### config.mk
export PLATFORM = sky130hd
export DESIGN_NAME = utf8_stream_validator_core
export DESIGN_NICKNAME = d
export VERILOG_FILES = /design/src/rtl/u8sv_pkg.sv /design/src/rtl/u8sv_byte_step.sv /design/src/rtl/u8sv_tracker.sv /design/src/rtl/utf8_stream_validator_core.sv
export VERILOG_INCLUDE_DIRS = /design/src /design/src/rtl
export SDC_FILE = /design/constraint.sdc
export NUM_CORES = 1
export LEC_CHECK = 0
export BUFFER_PORTS_ARGS = -buffer_cell sky130_fd_sc_hd__buf_2
export CAP_MARGIN = 20
export CORE_MARGIN = 2
export CORE_UTILIZATION = 30
export CTS_CLUSTER_SIZE = 40
export DETAILED_ROUTE_END_ITERATION = 8
export HOLD_SLACK_MARGIN = 0.05
export PLACE_DENSITY = 0.58
export SLEW_MARGIN = 30
export SYNTH_ARGS = -nofsm -noshare
export SYNTH_HDL_FRONTEND = slang
export SYNTH_SLANG_ARGS = --single-unit
### constraint.sdc
create_clock -name clk -period 1.5 [get_ports clk]
set_clock_uncertainty 0.1 [all_clocks]
set_input_delay 0.15 -clock clk [delete_from_list [all_inputs] [get_ports clk]]
set_output_delay 0.15 -clock clk [all_outputs]
set_load 0.01 [all_outputs]
### src/rtl/utf8_stream_validator_core_macros.svh
// ----------------------------------------------------------------------------
// UTF-8 stream validator assertion macros
// Concurrent assertion helpers clocked on clk and disabled while rst_n is low.
// ----------------------------------------------------------------------------
`ifndef UTF8_STREAM_VALIDATOR_CORE_MACROS_SVH
`define UTF8_STREAM_VALIDATOR_CORE_MACROS_SVH

`ifndef NO_ASSERTIONS

// Same-cycle implication.
`define U8SV_ASSERT_IMP(lbl, ante, cons, msg) \
    lbl: assert property (@(posedge clk) disable iff (!rst_n) (ante) |-> (cons)) \
        else $error(msg);

// Next-cycle implication.
`define U8SV_ASSERT_NXT(lbl, ante, cons, msg) \
    lbl: assert property (@(posedge clk) disable iff (!rst_n) (ante) |=> (cons)) \
        else $error(msg);

`else

`define U8SV_ASSERT_IMP(lbl, ante, cons, msg)
`define U8SV_ASSERT_NXT(lbl, ante, cons, msg)

`endif

`endif

### src/rtl/u8sv_pkg.sv
// ----------------------------------------------------------------------------
// UTF-8 stream validator package
// Shared types and byte-pattern constants for the validator modules.
// ----------------------------------------------------------------------------
`default_nettype none

package u8sv_pkg;

    // Byte patterns used to classify lead and continuation bytes.
    localparam logic [7:0] ASCII_MAX      = 8'h7f;
    localparam logic [7:0] LEAD2_MASK     = 8'hE0;
    localparam logic [7:0] LEAD2_CODE     = 8'hC0;
    localparam logic [7:0] LEAD3_MASK     = 8'hF0;
    localparam logic [7:0] LEAD3_CODE     = 8'hE0;
    localparam logic [7:0] LEAD4_MASK     = 8'hF8;
    localparam logic [7:0] LEAD4_CODE     = 8'hF0;
    localparam logic [7:0] CONT_MASK      = 8'hC0;
    localparam logic [7:0] CONT_CODE      = 8'h80;
    localparam logic [7:0] ED_LEAD        = 8'hed;
    localparam logic [7:0] SURROGATE_BITS = 8'ha0;

    // Number of continuation bytes still owed by the current sequence.
    typedef logic [1:0] u8sv_count_t;

    localparam u8sv_count_t CONT_NONE  = 2'd0;
    localparam u8sv_count_t CONT_ONE   = 2'd1;
    localparam u8sv_count_t CONT_TWO   = 2'd2;
    localparam u8sv_count_t CONT_THREE = 2'd3;

    // Decoder state carried from byte to byte within one string.
    typedef struct packed {
        u8sv_count_t pending;
        logic        error_seen;
        logic        after_ed_lead;
    } u8sv_state_t;

    localparam u8sv_state_t STATE_CLEAR = '{
        pending:       CONT_NONE,
        error_seen:    1'b0,
        after_ed_lead: 1'b0
    };

    // One request as held in the input register.
    typedef struct packed {
        logic [7:0] data_byte;
        logic       end_marker;
    } u8sv_item_t;

endpackage

`default_nettype wire

### src/rtl/u8sv_byte_step.sv
// ----------------------------------------------------------------------------
// UTF-8 byte step
// Computes the decoder state that follows one data byte.
// ----------------------------------------------------------------------------
`default_nettype none

module u8sv_byte_step
    import u8sv_pkg::*;
(
    input  wire u8sv_state_t cur_state,
    input  wire logic [7:0]  data_byte,
    output u8sv_state_t      next_state
);

    logic is_cont;
    logic is_surrogate;

    assign is_cont      = (data_byte & CONT_MASK) == CONT_CODE;
    assign is_surrogate = (data_byte & SURROGATE_BITS) == SURROGATE_BITS;

    always_comb
    begin
        next_state = cur_state;
        if (cur_state.error_seen)
        begin
            // Once broken, the string stays broken until its end marker.
            next_state = cur_state;
        end
        else if (cur_state.pending != CONT_NONE)
        begin
            next_state.after_ed_lead = 1'b0;
            if ((cur_state.after_ed_lead && is_surrogate) || !is_cont)
            begin
                next_state.error_seen = 1'b1;
            end
            else
            begin
                next_state.pending = cur_state.pending - CONT_ONE;
            end
        end
        else
        begin
            next_state.after_ed_lead = 1'b0;
            priority if (data_byte <= ASCII_MAX)
            begin
                next_state.pending = CONT_NONE;
            end
            else if ((data_byte & LEAD2_MASK) == LEAD2_CODE)
            begin
                next_state.pending = CONT_ONE;
            end
            else if ((data_byte & LEAD3_MASK) == LEAD3_CODE)
            begin
                next_state.pending       = CONT_TWO;
                next_state.after_ed_lead = (data_byte == ED_LEAD);
            end
            else if ((data_byte & LEAD4_MASK) == LEAD4_CODE)
            begin
                next_state.pending = CONT_THREE;
            end
            else
            begin
                next_state.error_seen = 1'b1;
            end
        end
    end

endmodule

`default_nettype wire

### src/rtl/u8sv_tracker.sv
// ----------------------------------------------------------------------------
// UTF-8 string tracker
// Holds the per-string decoder state and forms the verdict at the end marker.
// ----------------------------------------------------------------------------
`default_nettype none

`include "utf8_stream_validator_core_macros.svh"

module u8sv_tracker
    import u8sv_pkg::*;
(
    input  wire logic       clk,
    input  wire logic       rst_n,
    input  wire logic       step,
    input  wire u8sv_item_t item,
    output logic            verdict
);

    u8sv_state_t state_reg;
    u8sv_state_t state_next;
    u8sv_state_t byte_state;

    u8sv_byte_step u_byte_step (
        .cur_state  (state_reg),
        .data_byte  (item.data_byte),
        .next_state (byte_state)
    );

    // The verdict reflects every byte that has already stepped through.
    assign verdict = !state_reg.error_seen && (state_reg.pending == CONT_NONE);

    always_comb
    begin
        state_next = state_reg;
        if (step)
        begin
            state_next = item.end_marker ? STATE_CLEAR : byte_state;
        end
    end

    always_ff @(posedge clk or negedge rst_n)
    begin
        if (!rst_n)
        begin
            state_reg <= STATE_CLEAR;
        end
        else
        begin
            state_reg <= state_next;
        end
    end

    `U8SV_ASSERT_NXT(a_end_clears, step && item.end_marker, state_reg == STATE_CLEAR,
        "tracker state not cleared after end marker")
    `U8SV_ASSERT_IMP(a_ed_needs_two, state_reg.after_ed_lead, state_reg.pending == CONT_TWO,
        "ED flag set without two pending continuations")
    `U8SV_ASSERT_NXT(a_error_sticks, state_reg.error_seen && step && !item.end_marker,
        state_reg.error_seen, "error cleared before end marker")

endmodule

`default_nettype wire

### src/rtl/utf8_stream_validator_core.sv
// Path: an accepted request is held in the input register, and the verdict of an end marker
// is then written to the result register, from which it is taken.
// Throughput: one request per cycle; only an end marker waiting on a stalled, full result
// register holds the input register and raises data_stall.
// Reset: rst_n clears the input and result valid flags and the decoder state at once,
// so the first string after reset starts empty.
// ----------------------------------------------------------------------------
// UTF-8 stream validator core
// Checks the UTF-8 structure of a byte stream and reports one verdict per string.
// ----------------------------------------------------------------------------
`default_nettype none

`include "utf8_stream_validator_core_macros.svh"

module utf8_stream_validator_core
    import u8sv_pkg::*;
(
    input  wire logic       clk,
    input  wire logic       rst_n,
    // Byte channel: one data byte or one end marker per request.
    input  wire logic       data_valid,
    output logic            data_stall,
    input  wire logic [7:0] data_byte,
    input  wire logic       end_marker,
    // Result channel: one verdict per end marker.
    output logic            result_valid,
    input  wire logic       result_stall,
    output logic            is_valid
);

    // Input register. Each request lands here first and steps the decoder
    // from here; an end marker waits here while the result register is blocked.
    logic       in_valid_reg;
    logic       in_valid_next;
    u8sv_item_t in_item_reg;

    // Result register. It parts the decoder from the downstream stall, so
    // data bytes keep flowing while a verdict waits to be taken.
    logic result_valid_reg;
    logic result_valid_next;
    logic is_valid_reg;

    logic in_accept;
    logic out_free;
    logic step;
    logic verdict;

    // A data byte only updates the decoder state, so it always moves on.
    // An end marker needs room in the result register.
    assign out_free   = !result_valid_reg || !result_stall;
    assign step       = in_valid_reg && (!in_item_reg.end_marker || out_free);
    assign data_stall = in_valid_reg && !step;
    assign in_accept  = data_valid && !data_stall;

    u8sv_tracker u_tracker (
        .clk     (clk),
        .rst_n   (rst_n),
        .step    (step),
        .item    (in_item_reg),
        .verdict (verdict)
    );

    always_comb
    begin
        in_valid_next = in_valid_reg;
        if (in_accept)
        begin
            in_valid_next = 1'b1;
        end
        else if (step)
        begin
            in_valid_next = 1'b0;
        end
    end

    always_comb
    begin
        result_valid_next = result_valid_reg;
        if (step && in_item_reg.end_marker)
        begin
            result_valid_next = 1'b1;
        end
        else if (!result_stall)
        begin
            result_valid_next = 1'b0;
        end
    end

    always_ff @(posedge clk or negedge rst_n)
    begin
        if (!rst_n)
        begin
            in_valid_reg     <= 1'b0;
            result_valid_reg <= 1'b0;
        end
        else
        begin
            in_valid_reg     <= in_valid_next;
            result_valid_reg <= result_valid_next;
        end
    end

    // Payload registers carry no reset.
    always_ff @(posedge clk)
    begin
        if (in_accept)
        begin
            in_item_reg.data_byte  <= data_byte;
            in_item_reg.end_marker <= end_marker;
        end
        if (step && in_item_reg.end_marker)
        begin
            is_valid_reg <= verdict;
        end
    end

    assign result_valid = result_valid_reg;
    assign is_valid     = is_valid_reg;

    `U8SV_ASSERT_IMP(a_stall_only_on_end, data_stall,
        in_valid_reg && in_item_reg.end_marker && result_valid_reg,
        "input stalled without a blocked end marker")
    `U8SV_ASSERT_NXT(a_end_gives_result, step && in_item_reg.end_marker, result_valid_reg,
        "end marker stepped without a result")
    `U8SV_ASSERT_NXT(a_byte_moves_on, in_valid_reg && !in_item_reg.end_marker && !in_accept,
        !in_valid_reg, "data byte held in the input register")

endmodule

`default_nettype wire
# Word level (Yosys, flattened, before mapping)
# Index checks and enable logic that the tools add are counted.
# totals
ramBits	0
wordCells	59
romBits	0
output_inout_bits	3
input_bits	13
ff_bits	16
latchBits	0
memories	0
# op_classes
shifts	0
n_eq_ne	9
mux	18
multipliers	0
bitwise_logic	0
magnitude_cmp	1
n_div	0
n_reduce_logical	22
n_addsub	1
# ops
cell	count
$mux W2	7
$mux W4	3
$eq A8 B8 Y1 const B	1
$le A8 B7 Y1 const B	1
$mux W1	8
$logic_not A1 Y1	7
$logic_and A1 B1 Y1	6
$reduce_bool A6 Y1	1
$eq A5 B5 Y1 const B	1
$eq A2 B2 Y1 const B	2
$eq A4 B4 Y1 const B	1
$reduce_and A4 Y1	1
$reduce_bool A2 Y1	2
$eq A3 B3 Y1 const B	1
$logic_or A1 B1 Y1	3
$ne A3 B3 Y1 const B	1
$logic_not A2 Y1	1
$ne A2 B1 Y1 const B	1
$ne A2 B2 Y1 const B	1
$reduce_and A2 Y1	1
$sub A2 B1 Y2 const B	1

# Longest topological paths before layout
# Gate-level depths: netlist (run 1).
# depth
ltp_word	9
ltp_mapped	4
ltp_nobuf	4

# Hierarchy
# Synthesis (run 1) repeated with hierarchy kept, for this count alone.
# hier_totals
cells_unflattened	75
hier_area_um2	812.0
# by_module_without_submodules
module	seq_area_each_um2	n_inst	area_each_um2	cells_each
utf8_stream_validator_core	350.3	1	405.4	22
u8sv_byte_step	0.0	1	236.5	36
u8sv_tracker	100.1	1	170.2	17

# Worst setup path after synthesis (run 1)
# No wires, ideal clock.
# synth_path
path_type	reg-to-reg
start	reg in_item_reg[0] in the netlist's numbering
end	reg in_item_reg[0] in the netlist's numbering (enable)
slack_ps	188
synth_period_minus_slack_ps	1312
path_buffers	0
t_required_ps	1063
t_arrival_ps	875
path_stages_with_launch	3
setup_ps	337
cell_sequence	edfxtp_1 nand4_1 and2_1
# synth_via
elab_chain_cells	7
# synth_rtl
item	line	text
start, declared	utf8_stream_validator_core.sv:35	u8sv_item_t in_item_reg;
$logic_not A1 Y1	utf8_stream_validator_core.sv:51	assign step = in_valid_reg && (!in_item_reg.end_marker || out_free);
$logic_or A1 B1 Y1	utf8_stream_validator_core.sv:51	
$logic_and A1 B1 Y1	utf8_stream_validator_core.sv:51	
$logic_not A1 Y1	utf8_stream_validator_core.sv:52	assign data_stall = in_valid_reg && !step;
$logic_and A1 B1 Y1	utf8_stream_validator_core.sv:52	
$logic_not A1 Y1	utf8_stream_validator_core.sv:53	assign in_accept = data_valid && !data_stall;
$logic_and A1 B1 Y1	utf8_stream_validator_core.sv:53	
net in_accept	utf8_stream_validator_core.sv:43	logic in_accept;
# The timed path passes the listed nets, and every way through them passes these cells.
# A chain may end at the register's enable or synchronous reset.

# Final worst setup path (run 1)
# layout_path
start	reg u_tracker.state_reg[3] in the netlist's numbering
end	reg u_tracker.state_reg[2] in the netlist's numbering
# layout_via
elab_chain_cells	4
elab_cells_between_ends	7
cone_classes	1 x eq/ne; 3 x mux; 3 x reduce/logical
# layout_rtl
item	line	text
start, declared	u8sv_tracker.sv:19	u8sv_state_t state_reg;
start signal, assigned	u8sv_tracker.sv:49	state_reg <= state_next;
$reduce_bool A2 Y1 *	u8sv_byte_step.sv:29	else if (cur_state.pending != CONT_NONE)
$mux W4	u8sv_byte_step.sv:29	
$mux W4	u8sv_byte_step.sv:24	if (cur_state.error_seen)
$mux W4	u8sv_tracker.sv:37	state_next = item.end_marker ? STATE_CLEAR : byte_state;
# Mark *: on every way between the ends. The rest lies on a longest branch, timed or not. The select of a mux whose other input is x is not followed.

==> results of run 1 <==
how the worst max path moves through the flow:
stage,end,slack [ns],depth (start not counted)
finish,u_tracker.state_reg[2],0.11,4
floorplan,in_item_reg[0],0.19,2
CTS,in_item_reg[8],0.02,4
detailed placement,in_item_reg[8],0.05,2
global placement,in_item_reg[8],0.09,2
global route,u_tracker.state_reg[2],0.004,4
metal layers:
| layer | part of all wire [%] | GRT usage (%) | vias to the layer above |
|---|---|---|---|
| met4 | 0 | 2.56 | 0 |
| met3 | 4.9 | 5.14 | 0 |
| met2 | 50 | 19.4 | 14 |
| li1 | - | - | 281 |
| met5 | 0 | 0 | - |
| met1 | 45 | 12.9 | 247 |
cell usage after synthesis (all sizes together):
| library cell | number | area, µm² |
|---|---|---|
| edfxtp | 10 | 300 |
| dfrtp | 6 | 150 |
| nand2 | 6 | 22.5 |
| a21oi | 5 | 25.0 |
| inv | 5 | 18.8 |
| nand4 | 4 | 25.0 |
| o21ai | 4 | 20.0 |
| nor2 | 2 | 7.51 |
| nor2b | 2 | 15.0 |
| o31ai | 2 | 15.0 |
| a2111oi | 1 | 27.5 |
| a21boi | 1 | 7.51 |
| a21o | 1 | 7.51 |
| a22o | 1 | 8.76 |
| a311oi | 1 | 8.76 |
| and2 | 1 | 6.26 |
| and3 | 1 | 6.26 |
| nand2b | 1 | 6.26 |
| nand3 | 1 | 10.0 |
| nand3b | 1 | 7.51 |
| nor3 | 1 | 5.00 |
| nor3b | 1 | 7.51 |
stage by stage:
stage               std cells  hold WS [ns]  setup WS, ns  area (µm²)  power [mW]
floorplan                  58        -0.246         0.188         708       0.707
global placement          103        -0.115        0.0891         833       0.791
detailed placement        103        -0.112        0.0516         833       0.793
CTS                       119         0.103        0.0211         980        1.05
global route              119         0.122       0.00403         981        1.10
finish                    119         0.105         0.107         981        1.04
power by group through the flow:
stage | combinational [mW] | sequential [mW] | clock [mW]
final | 0.242 | 0.567 | 0.230
after global routing | 0.267 | 0.573 | 0.262
after CTS | 0.242 | 0.568 | 0.244
after detailed placement | 0.216 | 0.577 | 0
after global placement | 0.216 | 0.575 | 0
after floorplan | 0.122 | 0.585 | 0
area by class of cell:
| type | instances | area [µm²] |
|---|---|---|
| fillers | 211 | 1230 |
| inverters | 5 | 18.8 |
| well taps | 28 | 35.0 |
| flip-flops and latches | 16 | 450 |
| clock inverters | 1 | 3.75 |
| repair buffers | 29 | 210 |
| clock buffers | 3 | 22.5 |
| multi-input cells | 37 | 240 |
logic make-up after synthesis:
kind of cell | synth area share (%)
buffers and inverters | 2.65
AOI/OAI and AO/OA | 17.0
and+or+nand+nor | 16.8
DFF | 63.6
timing repair:
action / in CTS / in global routing
gates resized for setup: 0 / 2
hold buffers: 12 / 0
setup endpoints to repair: 0 / 10
buffers inserted: 0 / 0
endpoints found under the hold margin: 17 / 0
==> run_results.csv, run 1 <==
group,metric,value,unit
sta,finalSetupTns,0,ns
clock_network,cts_root_buffer,"clkbuf_4",
power_and_ir_drop,clockPowerShare,22.1,%
logic_synthesis,syn_avg_cell_area,12.2,µm²
clock_network,clk_latency,0.29,ns
sta,setup_viol,0,
critical_path,setup.worst_path.end_class,"flop",
sta,grt_setup_unrepaired,"no",
sta,relSlewSlack,81.4,%
run,max_cap_viol_count,0,
sta,layout_min_cycle_time,1.39,ns
routing,drc_errors,0,
logic_synthesis,yosysWarnings,0,
critical_path,start_kind,"flop",
power_and_ir_drop,peakVddDrop,0.000483,V
floorplanning,io_pins,16,
placed_design,portBuffers,15,
logic_synthesis,synth_area,708,µm²
critical_path,r2r_setup_slack,0.11,ns
floorplanning,start_util,32.0,%
global_routing,overflow,0,
floorplanning,die-area,0.00277,mm²
routing,vias,542,
floorplanning,die_h,52.6,µm
clock_network,cts.sinks,16,
critical_path,cp_slowest_stage_delay,0.46,ns
power_and_ir_drop,p_sw_share,28.6,%
clock_network,cts_buffers,3,
power_and_ir_drop,p_comb_share,23.3,%
routing,drt-pass1-iter-count,4,
routing,via_per_inst,4.55,
floorplanning,core_area,0.00221,mm²
sta,clock.fmax,0.718,GHz
floorplanning,num_rows,17,
clock_network,cts_htree_levels,1,
outcome,outcome,"complete, no violations",
clock_network,cts_tree,"done",
clock_network,cts_buffer_depth,2,
logic_synthesis,syn_nets,71,
sta,worstMarginPinSlew,0.279,ns
sta,fin_crit_sh,92.9,%
critical_path,crit_fanout,5,
placed_design,gp_congestion,0.850,
final_layout,nNetsFinal,105,
clock_network,cts.clk_slew.worst_paths,0.09,ns
critical_path,r2r_start,"u_tracker.state_reg[3]",
routing,drtIter0Drc,7,
critical_path,path_buf_inv,0,
final_layout,final_common_cell,"buf_2",
final_layout,drive_above_1_share,26.4,%
power_and_ir_drop,power.leakage,0.414,nW
global_routing,grt_pass1_wl,2.25,mm
routing,wl,1.32,mm
power_and_ir_drop,p_switching,297,µW
sta,hold_viol,0,
final_layout,postLayoutCoreUtil,44.3,%
critical_path,required,1.60,ns
critical_path,cp_top_family,"flip-flops",
critical_path,cp-startpoint,"u_tracker.state_reg[3]",
power_and_ir_drop,power_per_cell_area,1060,mW/mm²
global_routing,grt_max_degree,10,
critical_path,critical-path-slowest-cell,"dfrtp_1",
critical_path,worst-setup-path-type,"flop to flop",
sta,slew_violations,0,
logic_synthesis,yosysSeqAreaShare,63.6,%
final_layout,layout_common_cells,"buf_2, dlygate4sd3_1, edfxtp_1",
global_routing,grt_pass1_vias,519,
final_layout,num_antenna_cells,0,
logic_synthesis,syn_inst,58,
power_and_ir_drop,internal_power,743,µW
critical_path,critPathArrivalTime,1.49,ns
critical_path,worstPathCellList,"nor2_1, a21o_1, nand4_1, o31ai_1",
logic_synthesis,synth-seq-cells,16,
critical_path,reg2reg_depth,4,
routing,drtAntennaViolNets,0,
hold_path,hp-class,"input pin to async pin",
placed_design,dp_hpwl,932,µm
global_routing,grtUsageTotal,11.4,%
power_and_ir_drop,p_seq_share,54.6,%
critical_path,r2r_end,"u_tracker.state_reg[2]",
logic_synthesis,synth_cell_type_count,24,
final_layout,syn2layout_area_growth,38.5,%
floorplanning,die_w,52.6,µm
global_routing,antenna_found_initial,0,
final_layout,largest_reg_flops,9,
routing,wl_per_cell,11.1,µm
(Power assumes the default switching activity.)
==> run 2: changes to the inputs <==
ABC_AREA = 1   (was not set)
SETUP_SLACK_MARGIN = 0.2   (was not set)
==> run 2 against run 1 <==
  * Register-to-register slack improved by 0.07 ns
  * Fmax rose by 5.6%
  * Core utilization grew 2.8 points
  * Global-route usage rose by 2.1 points
  * Non-clock buffer count rose by 6
  * Die area grew 7.0%
  * Flip-flop and latch count is the same
  * Sequential share of layout area down 6.7 points
  * Clock-buffer cell count unchanged
  * Critical path type is now flop to output pin
  * Largest power group unchanged
  * Highest routed layer is now met4
==> run_results.csv, run 2 <==
group,metric,value,unit
critical_path,cp_slowest_stage_delay,0.39,ns
global_routing,grt_pass1_vias,689,
clock_network,cts_buffer_depth,2,
critical_path,critical-path-slowest-cell,"dfrtp_1",
global_routing,antenna_found_initial,0,
sta,grt_setup_unrepaired,"yes",
logic_synthesis,synthFlopType,"edfxtp_1",
logic_synthesis,syn_avg_cell_area,8.86,µm²
sta,relSlewSlack,81.7,%
clock_network,cts_htree_levels,1,
power_and_ir_drop,p_switching,466,µW
critical_path,reg2reg_depth,9,
clock_network,cts.clk_slew.worst_paths,0.10,ns
clock_network,cts_buffers,3,
routing,drc_errors,0,
clock_network,clk_latency,0.29,ns
placed_design,gp_congestion,0.842,
logic_synthesis,synth_common_cells,"nand2_1, edfxtp_1, nor2_1, inv_1, dfrtp_1",
critical_path,worst-setup-path-type,"flop to output pin",
floorplanning,io_pins,16,
run,max_cap_viol_count,0,
power_and_ir_drop,power_per_cell_area,1140,mW/mm²
critical_path,worstPathCellList,"nand3_2, nor2_4, buf_6",
critical_path,setup.worst_path.end_class,"output pin",
final_layout,syn2layout_area_growth,50.6,%
logic_synthesis,synth-seq-cells,16,
floorplanning,die_h,54.4,µm
placed_design,dp_hpwl,1.23,mm
sta,finalSetupTns,0,ns
critical_path,required,1.25,ns
sta,layout_min_cycle_time,1.32,ns
power_and_ir_drop,peakVddDrop,0.000504,V
critical_path,r2r_start,"in_item_reg[0]",
final_layout,drive_above_1_share,37.6,%
floorplanning,num_rows,18,
power_and_ir_drop,p_seq_share,44.9,%
power_and_ir_drop,power.leakage,0.549,nW
global_routing,grtUsageTotal,13.5,%
sta,clock.fmax,0.758,GHz
floorplanning,die_w,54.4,µm
clock_network,cts_root_buffer,"clkbuf_4",
critical_path,start_kind,"flop",
logic_synthesis,synth_area_leaders,"edfxtp_1, dfrtp_1, nand2_1, nor2_1, inv_1",
critical_path,critPathArrivalTime,1.07,ns
routing,drtIter0Drc,15,
sta,hold_viol,0,
clock_network,cts.sinks,16,
critical_path,crit_fanout,3,
floorplanning,die-area,0.00296,mm²
routing,wl,1.73,mm
power_and_ir_drop,p_comb_share,36.6,%
clock_network,cts_tree,"done",
logic_synthesis,synth_cell_type_count,16,
hold_path,hp-class,"input pin to flop",
power_and_ir_drop,internal_power,840,µW
routing,vias,727,
logic_synthesis,synthArstFlopShare,37.5,%
global_routing,grt_pass1_wl,2.79,mm
final_layout,final_common_cell,"nand2_1",
critical_path,r2r_end,"u_tracker.state_reg[2]",
logic_synthesis,syn_inst,86,
final_layout,layout_common_cells,"nand2_1, buf_2, dlygate4sd3_1",
final_layout,postLayoutCoreUtil,47.2,%
logic_synthesis,synth_edf_count,10,
routing,drtAntennaViolNets,0,
sta,setup_viol,0,
routing,drt-pass1-iter-count,4,
outcome,outcome,"complete, no violations",
logic_synthesis,syn_nets,99,
logic_synthesis,synth_top_cell_by_area,"edfxtp_1",
logic_synthesis,yosysWarnings,0,
floorplanning,core_area,0.00243,mm²
routing,via_per_inst,4.69,
logic_synthesis,yosysSeqAreaShare,59.1,%
power_and_ir_drop,total_power,1.31,mW
sta,slew_violations,0,
global_routing,grt_max_degree,10,
power_and_ir_drop,clockPowerShare,18.5,%
sta,hold_ws,0.0675,ns
power_and_ir_drop,p_sw_share,35.7,%
final_layout,largest_reg_flops,9,
logic_synthesis,synth_top_area_share,39.4,%
critical_path,r2r_setup_slack,0.18,ns
final_layout,nNetsFinal,139,
sta,fin_crit_sh,88.0,%
placed_design,portBuffers,15,
logic_synthesis,synth_area,762,µm²
critical_path,cp-endpoint,"data_stall",
routing,wl_per_cell,11.1,µm
sta,worstMarginPinSlew,0.274,ns
critical_path,cp-startpoint,"result_valid",
global_routing,overflow,0,
floorplanning,start_util,31.3,%
final_layout,num_antenna_cells,0,
logic_synthesis,yosys.cell_count.top_type,"nand2_1",
run 2: worst min path at each step:
stage / from / end / slack, ns / depth (start not counted)
after floorplan: rst_n / in_valid_reg / -0.25 / 0
after global placement: rst_n / u_tracker.state_reg[0] / -0.11 / 1
after detailed placement: rst_n / u_tracker.state_reg[3] / -0.11 / 1
after CTS: result_stall / in_valid_reg / 0.06 / 3
after global routing: result_stall / in_valid_reg / 0.07 / 3
final: result_stall / in_valid_reg / 0.07 / 3
run 2: worst max-delay path, delay by kind of cell (launching register included):
| family | cells | cell delay (ns) |
|---|---|---|
| and+or+nand+nor | 2 | 0.27 |
| DFF | 1 | 0.39 |
| buffers and inverters | 1 | 0.12 |
run 2: power by group through the flow:
stage	Clock (mW)	Sequential (mW)	Combinational [mW]
floorplan	0	0.599	0.246
global placement	0	0.603	0.349
detailed placement	0	0.605	0.359
CTS	0.247	0.587	0.432
global route	0.269	0.592	0.536
finish	0.242	0.586	0.478
run 2: final cells by class:
cell class / count / area (µm²)
well taps: 30 / 37.5
flip-flops and latches: 16 / 450
fillers: 232 / 1280
repair buffers: 35 / 265
clock inverters: 1 / 3.75
multi-input cells: 58 / 318
inverters: 12 / 50.0
clock buffers: 3 / 22.5
run 2: per-stage QoR:
step	worst slack, ns	cell area [µm²]	cells
after floorplan	0.235	772	86
after global placement	0.174	892	132
after detailed placement	0.135	892	132
after CTS	0.170	1090	152
after global routing	0.0795	1150	155
final	0.181	1150	155
run 2: kinds of logic (layout without fill, tap and decap cells):
family	after synthesis	count (layout)	synth area share, %
buffers and inverters	12	51	5.91
flip-flops	16	16	59.1
AND/OR/NAND/NOR	50	50	29.2
AO/OA/AOI/OAI	8	8	5.75
run 2: routing by layer:
metal,track usage [%],routed length (µm)
met3,0.820,33
met2,23.3,924
met5,0,0
met4,10.0,34
met1,15.6,735
run 2: timing repair:
action	in CTS	in global routing
hold buffers	12	0
cloned	0	0
pin swaps	3	5
endpoints found under the hold margin	17	0
setup endpoints to repair	13	15
resized for setup	5	10
setup buffers	4	3
